<file path="config.mk">
export PLATFORM = sky130hd
export DESIGN_NAME = postfix_stack_evaluator
export DESIGN_NICKNAME = d
export VERILOG_FILES = /design/src/hw/rtl/pse_pkg.sv /design/src/hw/rtl/pse_ram.sv /design/src/hw/rtl/pse_ctrl.sv /design/src/hw/rtl/pse_dp.sv /design/src/hw/rtl/postfix_stack_evaluator.sv
export SDC_FILE = /design/constraint.sdc
export NUM_CORES = 2
export LEC_CHECK = 0
export BUFFER_PORTS_ARGS = -buffer_cell sky130_fd_sc_hd__buf_2
export CAP_MARGIN = 20
export CORE_ASPECT_RATIO = 1.5
export CORE_MARGIN = 2
export CORE_UTILIZATION = 40
export CTS_CLUSTER_SIZE = 8
export DETAILED_ROUTE_END_ITERATION = 6
export HOLD_SLACK_MARGIN = 0.05
export PLACE_DENSITY_LB_ADDON = 0.1
export SLEW_MARGIN = 20
export SYNTH_ARGS = -nofsm -noshare
export SYNTH_HDL_FRONTEND = slang
export SYNTH_SLANG_ARGS = --single-unit
</file>
<file path="constraint.sdc">
create_clock -name clock -period 9 [get_ports clock]
set_input_delay 1.35 -clock clock [delete_from_list [all_inputs] [get_ports clock]]
set_output_delay 1.35 -clock clock [all_outputs]
set_load 0.1 [all_outputs]
</file>
<file path="src/hw/rtl/pse_pkg.sv">
// ----------------------------------------------------------------------------
// pse_pkg
// Shared types and constants for the postfix stack evaluator.
// ----------------------------------------------------------------------------
package pse_pkg;

   localparam int STACK_DEPTH_DEF   = 16;
   localparam int VALUE_WIDTH_DEF   = 48;
   localparam int FRACTION_BITS_DEF = 16;

   localparam int STATUS_W = 3;
   localparam int CHAR_W   = 8;

   localparam logic [STATUS_W-1:0] STATUS_OK        = 3'd0;
   localparam logic [STATUS_W-1:0] STATUS_UNDERFLOW = 3'd1;
   localparam logic [STATUS_W-1:0] STATUS_OVERFLOW  = 3'd2;
   localparam logic [STATUS_W-1:0] STATUS_DIV_ZERO  = 3'd3;
   localparam logic [STATUS_W-1:0] STATUS_LEFTOVER  = 3'd4;
   localparam logic [STATUS_W-1:0] STATUS_SAT       = 3'd5;

   localparam logic [CHAR_W-1:0] CHAR_PLUS  = 8'h2B;
   localparam logic [CHAR_W-1:0] CHAR_MINUS = 8'h2D;
   localparam logic [CHAR_W-1:0] CHAR_STAR  = 8'h2A;
   localparam logic [CHAR_W-1:0] CHAR_SLASH = 8'h2F;
   localparam logic [CHAR_W-1:0] CHAR_ZERO  = 8'd48;
   localparam logic [CHAR_W-1:0] CHAR_TAB   = 8'd9;
   localparam logic [CHAR_W-1:0] CHAR_CR    = 8'd13;
   localparam logic [CHAR_W-1:0] CHAR_SPACE = 8'd32;

   typedef enum logic [1:0] {
      OP_ADD,
      OP_SUB,
      OP_MUL,
      OP_DIV
   } op_type;

   typedef enum logic [1:0] {
      KIND_SPACE,
      KIND_OP,
      KIND_NUM
   } kind_type;

   typedef enum logic [3:0] {
      S_IDLE,
      S_DECODE,
      S_RD1,
      S_RD2,
      S_INIT,
      S_EXEC,
      S_END,
      S_FIN
   } state_type;

   typedef struct packed {
      logic load_in;
      logic push_num;
      logic err_under;
      logic rd_top;
      logic rd_second;
      logic ld_r;
      logic ld_l;
      logic op_init;
      logic op_step;
      logic push_res;
      logic finish;
   } cmd_type;

   typedef struct packed {
      kind_type kind;
      logic     lt2;
      logic     last;
      logic     op_done;
      logic     rsp_busy;
   } sts_type;

endpackage

</file>
<file path="src/hw/rtl/pse_ram.sv">
// ----------------------------------------------------------------------------
// pse_ram
// Generic single-port-write, single-port-read RAM with registered read data.
// ----------------------------------------------------------------------------
module pse_ram #(
   parameter int WIDTH = 8,
   parameter int DEPTH = 16
) (
   input  logic                     clock,
   input  logic                     wr_en,
   input  logic [$clog2(DEPTH)-1:0] wr_addr,
   input  logic [WIDTH-1:0]         wr_data,
   input  logic                     rd_en,
   input  logic [$clog2(DEPTH)-1:0] rd_addr,
   output logic [WIDTH-1:0]         rd_data
);

   logic [WIDTH-1:0] mem_ff [DEPTH];
   logic [WIDTH-1:0] rd_data_ff;

   always_ff @(posedge clock) begin
      if (wr_en) begin
         mem_ff[wr_addr] <= wr_data;
      end
      if (rd_en) begin
         rd_data_ff <= mem_ff[rd_addr];
      end
   end

   assign rd_data = rd_data_ff;

endmodule

</file>
<file path="src/hw/rtl/pse_ctrl.sv">
// ----------------------------------------------------------------------------
// pse_ctrl
// Sequencer: walks one character through decode, stack reads, arithmetic
// and push, and issues the result beat on the last character.
// ----------------------------------------------------------------------------
module pse_ctrl (
   input  logic             clock,
   input  logic             reset,
   input  logic             req_tvalid,
   output logic             req_tready,
   input  pse_pkg::sts_type sts,
   output pse_pkg::cmd_type cmd
);
   import pse_pkg::*;

   state_type state_ff, state_in;

   always_ff @(posedge clock) begin
      if (reset) begin
         state_ff <= S_IDLE;
      end else begin
         state_ff <= state_in;
      end
   end

   always_comb begin
      state_in   = state_ff;
      cmd        = '0;
      req_tready = 1'b0;
      unique case (state_ff)
         S_IDLE: begin
            req_tready = 1'b1;
            if (req_tvalid) begin
               cmd.load_in = 1'b1;
               state_in    = S_DECODE;
            end
         end
         S_DECODE: begin
            priority if (sts.kind == KIND_OP) begin
               if (sts.lt2) begin
                  cmd.err_under = 1'b1;
                  state_in      = S_END;
               end else begin
                  cmd.rd_top = 1'b1;
                  state_in   = S_RD1;
               end
            end else if (sts.kind == KIND_NUM) begin
               cmd.push_num = 1'b1;
               state_in     = S_END;
            end else begin
               state_in = S_END;
            end
         end
         S_RD1: begin
            cmd.ld_r      = 1'b1;
            cmd.rd_second = 1'b1;
            state_in      = S_RD2;
         end
         S_RD2: begin
            cmd.ld_l = 1'b1;
            state_in = S_INIT;
         end
         S_INIT: begin
            cmd.op_init = 1'b1;
            state_in    = S_EXEC;
         end
         S_EXEC: begin
            if (sts.op_done) begin
               cmd.push_res = 1'b1;
               state_in     = S_END;
            end else begin
               cmd.op_step = 1'b1;
            end
         end
         S_END: begin
            if (sts.last) begin
               cmd.rd_top = 1'b1;
               state_in   = S_FIN;
            end else begin
               state_in = S_IDLE;
            end
         end
         S_FIN: begin
            if (!sts.rsp_busy) begin
               cmd.finish = 1'b1;
               state_in   = S_IDLE;
            end
         end
         default: begin
            state_in = S_IDLE;
         end
      endcase
   end

endmodule

</file>
<file path="src/hw/rtl/pse_dp.sv">
// ----------------------------------------------------------------------------
// pse_dp
// Datapath: operand stack, saturating add and subtract, shift-add
// multiplier, restoring divider, error tracking and the result register.
// ----------------------------------------------------------------------------
module pse_dp #(
   parameter int STACK_DEPTH   = pse_pkg::STACK_DEPTH_DEF,
   parameter int VALUE_WIDTH   = pse_pkg::VALUE_WIDTH_DEF,
   parameter int FRACTION_BITS = pse_pkg::FRACTION_BITS_DEF
) (
   input  logic                         clock,
   input  logic                         reset,
   input  logic [pse_pkg::CHAR_W-1:0]   req_tdata,
   input  logic                         req_tlast,
   output logic                         rsp_tvalid,
   input  logic                         rsp_tready,
   output logic [((VALUE_WIDTH+pse_pkg::STATUS_W+7)/8)*8-1:0] rsp_tdata,
   input  pse_pkg::cmd_type             cmd,
   output pse_pkg::sts_type             sts
);
   import pse_pkg::*;

   localparam int W   = VALUE_WIDTH;
   localparam int F   = FRACTION_BITS;
   localparam int NW  = W + F;
   localparam int MW  = 2 * W + F;
   localparam int AW  = $clog2(STACK_DEPTH);
   localparam int CW  = $clog2(STACK_DEPTH + 1);
   localparam int SCW = $clog2(NW + 1);
   localparam int TW  = ((W + STATUS_W + 7) / 8) * 8;

   logic [CHAR_W-1:0]   char_ff;
   logic                last_ff;
   logic [CW-1:0]       cnt_ff, cnt_in;
   logic [STATUS_W-1:0] err_ff, err_in;
   logic [W-1:0]        r_ff, l_ff;
   op_type              op_ff;
   logic                neg_ff, zdiv_ff;
   logic [W-1:0]        opnd_ff;
   logic [2*W-1:0]      prod_ff;
   logic [NW-1:0]       q_ff;
   logic [W-1:0]        rem_ff;
   logic [SCW-1:0]      steps_ff;
   logic                rsp_valid_ff;
   logic [W-1:0]        rsp_value_ff;
   logic [STATUS_W-1:0] rsp_status_ff;

   logic [W-1:0]        ram_rdata;
   logic                ram_we;
   logic [W-1:0]        ram_wdata;
   logic [AW-1:0]       ram_raddr;
   kind_type            kind;
   op_type              op_dec;
   logic                full;

   function automatic logic [W:0] fit(input logic neg, input logic [MW-1:0] m);
      logic [MW-1:0] lim;
      logic [W-1:0]  v;
      logic          sat;
      lim = (MW'(1) << (W - 1)) - {{(MW-1){1'b0}}, ~neg};
      sat = (m > lim);
      if (sat) begin
         v = neg ? {1'b1, {(W-1){1'b0}}} : {1'b0, {(W-1){1'b1}}};
      end else begin
         v = neg ? (~m[W-1:0] + {{(W-1){1'b0}}, 1'b1}) : m[W-1:0];
      end
      return {sat, v};
   endfunction

   function automatic logic [W-1:0] absv(input logic [W-1:0] x);
      return x[W-1] ? (~x + {{(W-1){1'b0}}, 1'b1}) : x;
   endfunction

   always_comb begin
      kind   = KIND_NUM;
      op_dec = OP_ADD;
      priority if ((char_ff >= CHAR_TAB && char_ff <= CHAR_CR) || char_ff == CHAR_SPACE) begin
         kind = KIND_SPACE;
      end else if (char_ff == CHAR_PLUS) begin
         kind = KIND_OP;
      end else if (char_ff == CHAR_MINUS) begin
         kind   = KIND_OP;
         op_dec = OP_SUB;
      end else if (char_ff == CHAR_STAR) begin
         kind   = KIND_OP;
         op_dec = OP_MUL;
      end else if (char_ff == CHAR_SLASH) begin
         kind   = KIND_OP;
         op_dec = OP_DIV;
      end else begin
         kind = KIND_NUM;
      end
   end

   assign full = (cnt_ff == CW'(STACK_DEPTH));

   // arithmetic result
   logic [W:0]      sum;
   logic [W:0]      res_fit;
   logic [W-1:0]    res_val;
   logic            res_sat;
   logic [W:0]      num_fit;
   logic [CHAR_W-1:0] num_diff;
   logic            num_neg;

   always_comb begin
      sum     = '0;
      res_fit = '0;
      res_val = '0;
      res_sat = 1'b0;
      unique case (op_ff)
         OP_ADD, OP_SUB: begin
            sum = (op_ff == OP_ADD) ? ({l_ff[W-1], l_ff} + {r_ff[W-1], r_ff})
                                    : ({l_ff[W-1], l_ff} - {r_ff[W-1], r_ff});
            res_sat = (sum[W] != sum[W-1]);
            res_val = res_sat ? (sum[W] ? {1'b1, {(W-1){1'b0}}} : {1'b0, {(W-1){1'b1}}})
                              : sum[W-1:0];
         end
         OP_MUL: begin
            res_fit = fit(neg_ff, MW'(prod_ff >> F));
            res_sat = res_fit[W];
            res_val = res_fit[W-1:0];
         end
         OP_DIV: begin
            res_fit = fit(neg_ff, MW'(q_ff));
            res_sat = res_fit[W] && !zdiv_ff;
            res_val = zdiv_ff ? '0 : res_fit[W-1:0];
         end
         default: begin
            res_val = '0;
         end
      endcase
      num_neg  = (char_ff < CHAR_ZERO);
      num_diff = num_neg ? (CHAR_ZERO - char_ff) : (char_ff - CHAR_ZERO);
      num_fit  = fit(num_neg, MW'(num_diff) << F);
   end

   // error, count and write control
   always_comb begin
      err_in    = err_ff;
      cnt_in    = cnt_ff;
      ram_we    = 1'b0;
      ram_wdata = res_val;
      if (cmd.push_num) begin
         ram_wdata = num_fit[W-1:0];
         if (err_in == STATUS_OK && num_fit[W]) begin
            err_in = STATUS_SAT;
         end
         if (full) begin
            if (err_in == STATUS_OK) begin
               err_in = STATUS_OVERFLOW;
            end
         end else begin
            ram_we = 1'b1;
            cnt_in = cnt_ff + CW'(1);
         end
      end
      if (cmd.err_under && err_in == STATUS_OK) begin
         err_in = STATUS_UNDERFLOW;
      end
      if (cmd.ld_l) begin
         cnt_in = cnt_ff - CW'(2);
      end
      if (cmd.push_res) begin
         if (err_in == STATUS_OK && op_ff == OP_DIV && zdiv_ff) begin
            err_in = STATUS_DIV_ZERO;
         end
         if (err_in == STATUS_OK && res_sat) begin
            err_in = STATUS_SAT;
         end
         ram_we = 1'b1;
         cnt_in = cnt_ff + CW'(1);
      end
      if (cmd.finish) begin
         cnt_in = '0;
         err_in = STATUS_OK;
      end
   end

   assign ram_raddr = cmd.rd_second ? AW'(cnt_ff - CW'(2)) : AW'(cnt_ff - CW'(1));

   pse_ram #(
      .WIDTH (W),
      .DEPTH (STACK_DEPTH)
   ) u_stack (
      .clock   (clock),
      .wr_en   (ram_we),
      .wr_addr (cnt_ff[AW-1:0]),
      .wr_data (ram_wdata),
      .rd_en   (cmd.rd_top | cmd.rd_second),
      .rd_addr (ram_raddr),
      .rd_data (ram_rdata)
   );

   // control registers
   always_ff @(posedge clock) begin
      if (reset) begin
         cnt_ff       <= '0;
         err_ff       <= STATUS_OK;
         rsp_valid_ff <= 1'b0;
         steps_ff     <= '0;
      end else begin
         cnt_ff <= cnt_in;
         err_ff <= err_in;
         if (cmd.finish) begin
            rsp_valid_ff <= 1'b1;
         end else if (rsp_tready) begin
            rsp_valid_ff <= 1'b0;
         end
         if (cmd.op_init) begin
            unique case (op_ff)
               OP_MUL:  steps_ff <= SCW'(W);
               OP_DIV:  steps_ff <= (absv(r_ff) == '0) ? '0 : SCW'(NW);
               default: steps_ff <= '0;
            endcase
         end else if (cmd.op_step) begin
            steps_ff <= steps_ff - SCW'(1);
         end
      end
   end

   // payload registers
   logic [W:0] trial;
   assign trial = {rem_ff, q_ff[NW-1]};

   always_ff @(posedge clock) begin
      if (cmd.load_in) begin
         char_ff <= req_tdata;
         last_ff <= req_tlast;
      end
      if (cmd.ld_r) begin
         r_ff  <= ram_rdata;
         op_ff <= op_dec;
      end
      if (cmd.ld_l) begin
         l_ff <= ram_rdata;
      end
      if (cmd.op_init) begin
         neg_ff  <= l_ff[W-1] ^ r_ff[W-1];
         zdiv_ff <= (absv(r_ff) == '0);
         opnd_ff <= (op_ff == OP_MUL) ? absv(l_ff) : absv(r_ff);
         prod_ff <= {{W{1'b0}}, absv(r_ff)};
         q_ff    <= NW'(absv(l_ff)) << F;
         rem_ff  <= '0;
      end else if (cmd.op_step) begin
         if (op_ff == OP_MUL) begin
            prod_ff <= prod_ff[0] ? {({1'b0, prod_ff[2*W-1:W]} + {1'b0, opnd_ff}),
                                     prod_ff[W-1:1]}
                                  : {1'b0, prod_ff[2*W-1:W], prod_ff[W-1:1]};
         end else begin
            if (trial >= {1'b0, opnd_ff}) begin
               rem_ff <= W'(trial - {1'b0, opnd_ff});
               q_ff   <= {q_ff[NW-2:0], 1'b1};
            end else begin
               rem_ff <= trial[W-1:0];
               q_ff   <= {q_ff[NW-2:0], 1'b0};
            end
         end
      end
      if (cmd.finish) begin
         rsp_value_ff <= (cnt_ff == '0) ? '0 : ram_rdata;
         priority if (err_ff != STATUS_OK) begin
            rsp_status_ff <= err_ff;
         end else if (cnt_ff == '0) begin
            rsp_status_ff <= STATUS_UNDERFLOW;
         end else if (cnt_ff > CW'(1)) begin
            rsp_status_ff <= STATUS_LEFTOVER;
         end else begin
            rsp_status_ff <= STATUS_OK;
         end
      end
   end

   assign rsp_tvalid   = rsp_valid_ff;
   assign rsp_tdata    = TW'({rsp_status_ff, rsp_value_ff});
   assign sts.kind     = kind;
   assign sts.lt2      = (cnt_ff < CW'(2));
   assign sts.last     = last_ff;
   assign sts.op_done  = (steps_ff == '0);
   assign sts.rsp_busy = rsp_valid_ff && !rsp_tready;

endmodule

</file>
<file path="src/hw/rtl/postfix_stack_evaluator.sv">
// ----------------------------------------------------------------------------
// postfix_stack_evaluator
// Evaluates a postfix expression streamed one character per beat and
// returns the top of stack with a status code after the last character.
// ----------------------------------------------------------------------------
//  channel | dir | tdata (low bit up)                  | tlast
//  req     | in  | token_char[7:0]                     | end_of_expr
//  rsp     | out | value[W-1:0], status[2:0], zero pad | -
//
//  + and - use the saturating adder, * a shift-add multiplier (one bit a cycle),
//  / a restoring divider (one bit a cycle); whitespace and digits skip the arithmetic.
//  The last character also reads the top of stack and loads the result register.
//  Reset clears the stack count, the error code and the result valid.
//  A result waiting on rsp_tready holds only the next last character.
// ----------------------------------------------------------------------------
module postfix_stack_evaluator #(
   parameter int STACK_DEPTH   = pse_pkg::STACK_DEPTH_DEF,
   parameter int VALUE_WIDTH   = pse_pkg::VALUE_WIDTH_DEF,
   parameter int FRACTION_BITS = pse_pkg::FRACTION_BITS_DEF
) (
   input  logic                       clock,
   input  logic                       reset,
   input  logic                       req_tvalid,
   output logic                       req_tready,
   input  logic [pse_pkg::CHAR_W-1:0] req_tdata,   // token_char
   input  logic                       req_tlast,   // end_of_expr
   output logic                       rsp_tvalid,
   input  logic                       rsp_tready,
   output logic [((VALUE_WIDTH+pse_pkg::STATUS_W+7)/8)*8-1:0] rsp_tdata // value, status
);
   import pse_pkg::*;

   cmd_type cmd;
   sts_type sts;

   pse_ctrl u_ctrl (
      .clock      (clock),
      .reset      (reset),
      .req_tvalid (req_tvalid),
      .req_tready (req_tready),
      .sts        (sts),
      .cmd        (cmd)
   );

   pse_dp #(
      .STACK_DEPTH   (STACK_DEPTH),
      .VALUE_WIDTH   (VALUE_WIDTH),
      .FRACTION_BITS (FRACTION_BITS)
   ) u_dp (
      .clock      (clock),
      .reset      (reset),
      .req_tdata  (req_tdata),
      .req_tlast  (req_tlast),
      .rsp_tvalid (rsp_tvalid),
      .rsp_tready (rsp_tready),
      .rsp_tdata  (rsp_tdata),
      .cmd        (cmd),
      .sts        (sts)
   );

   a_status_range: assert property (@(posedge clock) disable iff (reset)
      rsp_tvalid |-> rsp_tdata[VALUE_WIDTH +: STATUS_W] <= STATUS_SAT)
      else $error("status code out of range");

   a_busy_after_accept: assert property (@(posedge clock) disable iff (reset)
      req_tvalid && req_tready |=> !req_tready)
      else $error("beat accepted while a character is in work");

   a_result_from_fin: assert property (@(posedge clock) disable iff (reset)
      $rose(rsp_tvalid) |-> !$past(req_tready))
      else $error("result issued without a finished expression");

endmodule
</file>
==> flow_summary.toml <==
[die]
die_width_um = 335
start_util_pct = 40.2
fp.coreArea_mm2 = 0.163
dieArea_mm2 = 0.167
row_count = 182
die_y_um = 500
io_pins = 71

[sta]
worst_pin_slew_ns = 1.14
rsz0062_at_grt = "no"
fin_crit_ns = 8.06
hold_ws_ns = 0.487
finalSetupViolations = 0
drv_slew = 0
slew-limit-headroom_pct = 23.5
tns_ns = 0
max_freq_ghz = 0.124
layout_worst_path_cycle_share_pct = 89.6
hold_violations = 0
finClkSkew_ns = 0.0575

[synth]
synth_cells = 5463
synth_flop_cell = "edfxtp_1"
netlist_area_mm2 = 0.0656
yosysUniqueCellTypes = 91
synth_top_area_cell = "edfxtp_1"
syn_area_per_cell_um2 = 12.0
synth_edf_count = 1120
synth_warnings = 0
ys_seq_area_share_pct = 55.3
ys_seq_elements = 1251
async_flop_share_pct = 0
synthTopCellsByArea = "edfxtp_1, mux4_2, ha_1"
netlist.area_leader.share_pct = 51.3

[setup_path]
crit_path_max_fanout = 16
required_ns = 9.35
reg2reg_depth = 21
path_buf_inv = 0
worstPathCellList = "or4_4, nor4_1, nand3_1, o31ai_1, xnor2_1, ha_1, nand4_1, nor2_1, and3_1, o21ai_0, a31oi_1, a21oi_1, or3_1, a32oi_1, xor2_1, ha_1, nor2b_1, a32oi_1, nand3_1, o31ai_1, nand3_1"
crit_type = "register to register"
path_depth = 21
cp-start-kind = "register"
critPathTopFamily = "simple AND/OR/NAND/NOR gates"
crit_slowest_cell = "nor4_1"
cp_common_cell = "nand3_1"
worstPathArrival_ns = 8.41
r2r_start = "u_dp.r_ff[6]$_DFFE_PP_"
worst_r2r_endpoint = "u_dp.u_stack.mem_ff[0][45]$_DFFE_PP_"
max_stage_delay_ns = 0.89
rrSetupSlack_ns = 0.94
critical_path.endpoint_type = "register"

[power_and_ir_drop]
power_uw = 18400
clockPowerShare_pct = 33.2
power_frac_comb_pct = 25.9
power_density_mw_per_mm2 = 249
power.switching_uw = 5930
p_int_uw = 12500
switching_share_pct = 32.2
p_leak_uw = 0.0262
peakVddDrop_v = 0.000228
power_frac_seq_pct = 40.9

[grt]
grt_max_degree = 122
grt_pass1_vias = 46700
overflow = 0
antenna_found_initial = 16
grt_pass1_wl_mm = 322
gr-usage-all-layers_pct = 26.5

[final_layout]
regArea_mm2 = 0.0363
fill_cells = 14800
postLayoutCoreUtil_pct = 45.2
area_growth_pct = 12.7
drive_above_1_share_pct = 12.9
multiInputGateArea_mm2 = 0.0280
layoutNonFillerInstCount = 7721
final_nets = 5819

[placement]
gp_congestion = 0.965
hpwl_mm = 157
portBuffers = 65
dp_cells = 7474

[route]
viasPerCell = 6.04
top_layer = "met5"
wirelength_mm = 223
dr_wl_met3_mm = 10.1
first_iter_violations = 3555
detail_route.wl_per_cell_um = 28.9
wl_met1_mm = 85.6
drc = 0
wl_met2_mm = 112
drt-pass1-iter-count = 6
ant_nets = 0
vias = 46600

[cts]
root_buffer = "clkbuf_16"
cts_resized = 0
cts.clk_slew.worst_paths_ns = 0.06
clk_latency_ns = 0.84
cts.path.max_buffers = 3
ctsHoldBuffers = 0
cts_setup_buffers = 0
cts_buffers = 175
clock_sinks = 1251
cts_tree = "done"
h-tree-depth = 4

[worst_hold_path]
worstHoldEndpoint = "u_dp.rem_ff[6]$_SDFFE_PP0P_"
worstHoldPathType = "register to register"
min_path_cells = 2
holdCritStartpoint = "u_dp.rem_ff[6]$_SDFFE_PP0P_"

[run_status]
status = "completed"

[flow_run]
maxCapViolations = 0
==> kinds of logic after synthesis <==
group | synth area share (%)
compound gates | 13.3
xor+xnor | 3.66
fa+ha+maj | 5.11
buf+inv | 2.61
flops | 55.3
mux | 8.62
other cells | 0.00572
simple gates | 11.4
==> worst max-delay path by stage <==
stage / from / endpoint / slack (ns)
floorplan: u_dp.neg_ff$_DFFE_PP_ / u_dp.u_stack.mem_ff[0][6]$_DFFE_PP_ / 1.04
global placement: u_dp.r_ff[6]$_DFFE_PP_ / u_dp.u_stack.mem_ff[10][38]$_DFFE_PP_ / 1.01
detailed placement: u_dp.r_ff[6]$_DFFE_PP_ / u_dp.u_stack.mem_ff[3][38]$_DFFE_PP_ / 0.91
CTS: u_dp.r_ff[6]$_DFFE_PP_ / u_dp.u_stack.mem_ff[13][38]$_DFFE_PP_ / 0.87
global route: u_dp.r_ff[6]$_DFFE_PP_ / u_dp.u_stack.mem_ff[5][44]$_DFFE_PP_ / 0.54
finish: u_dp.r_ff[6]$_DFFE_PP_ / u_dp.u_stack.mem_ff[0][45]$_DFFE_PP_ / 0.94
==> state kept, by name, summed over array words and instances, names as in the netlist <==
name / cells
u_dp.rsp_status_ff: 3
u_dp.op_ff: 2
u_dp.l_ff: 48
u_dp.err_ff: 3
u_dp.prod_ff: 96
u_dp.neg_ff: 1
u_dp.char_ff: 8
u_dp.u_stack.rd_data: 48
u_dp.u_stack.mem_ff: 768
u_dp.cnt_ff: 5
u_dp.steps_ff: 7
u_dp.rsp_value_ff: 48
u_dp.r_ff: 48
u_dp.last_ff: 1
u_ctrl.state_ff: 3
u_dp.rsp_tvalid: 1
u_dp.zdiv_ff: 1
u_dp.rem_ff: 48
u_dp.q_ff: 64
u_dp.opnd_ff: 48
==> layout by cell type (no fill, tap or decap), types with 140 or more instances in the layout <==
cell type  count
edfxtp_1    1120
nand2_1      445
a21oi_1      381
o21ai_0      365
nor2_1       291
ha_1         263
mux4_2       192
clkbuf_16    177
buf_4        141
xnor2_1      140
==> metal layers <==
| metal | track usage [%] | vias to the layer above |
|---|---|---|
| met2 | 46.2 | 1428 |
| met4 | 15.8 | 8 |
| met3 | 3.71 | 487 |
| met1 | 30.9 | 23500 |
| met5 | 0 | - |
| li1 | - | 21200 |
==> power by group through the flow <==
| stage | Sequential [uW] | Combinational (uW) | Clock (uW) |
|---|---|---|---|
| 4_1_cts | 7520 | 4780 | 6250 |
| 5_1_grt | 7540 | 5140 | 6490 |
| 6_report | 7530 | 4780 | 6110 |
| 3_5_place_dp | 7630 | 4760 | 0 |
| 2_1_floorplan | 7450 | 3170 | 0 |
| 3_3_place_gp | 7620 | 4730 | 0 |
==> final cells by class <==
cell class | instances | share of cell area (%)
multi-input cells | 3769 | 37.9
well taps | 2116 | 3.58
clock inverters | 15 | 0.532
flip-flops and latches | 1251 | 49.1
inverters | 130 | 0.662
repair buffers | 213 | 2.00
clock buffers | 221 | 6.23
diodes | 6 | 0.0203
==> worst min-delay path: stages (launching register included) <==
cell     delay [ns]
dfxtp_1        0.33
nand2_1        0.05
o21ai_0        0.06
==> synthesized netlist by cell type, drive strengths merged, types with 65 or more instances <==
cell	instances
mux4	192
a211oi	90
nand4	65
dfxtp	131
xnor2	141
ha	263
mux2i	128
a31oi	67
nand3	126
nand2	449
edfxtp	1120
xor2	133
a21o	81
nor2	312
nor2b	128
a21oi	383
nor3	100
clkbuf	259
o31ai	68
inv	127
o21ai	379
==> through the flow <==
stage / cell area, um^2 / worst slack (ns)
3_3_place_gp: 68700 / 1.01
3_5_place_dp: 68800 / 0.907
5_1_grt: 73900 / 0.536
6_report: 73900 / 0.938
2_1_floorplan: 65600 / 1.04
4_1_cts: 73800 / 0.873
Note: power is estimated with default switching activity, not from simulation.
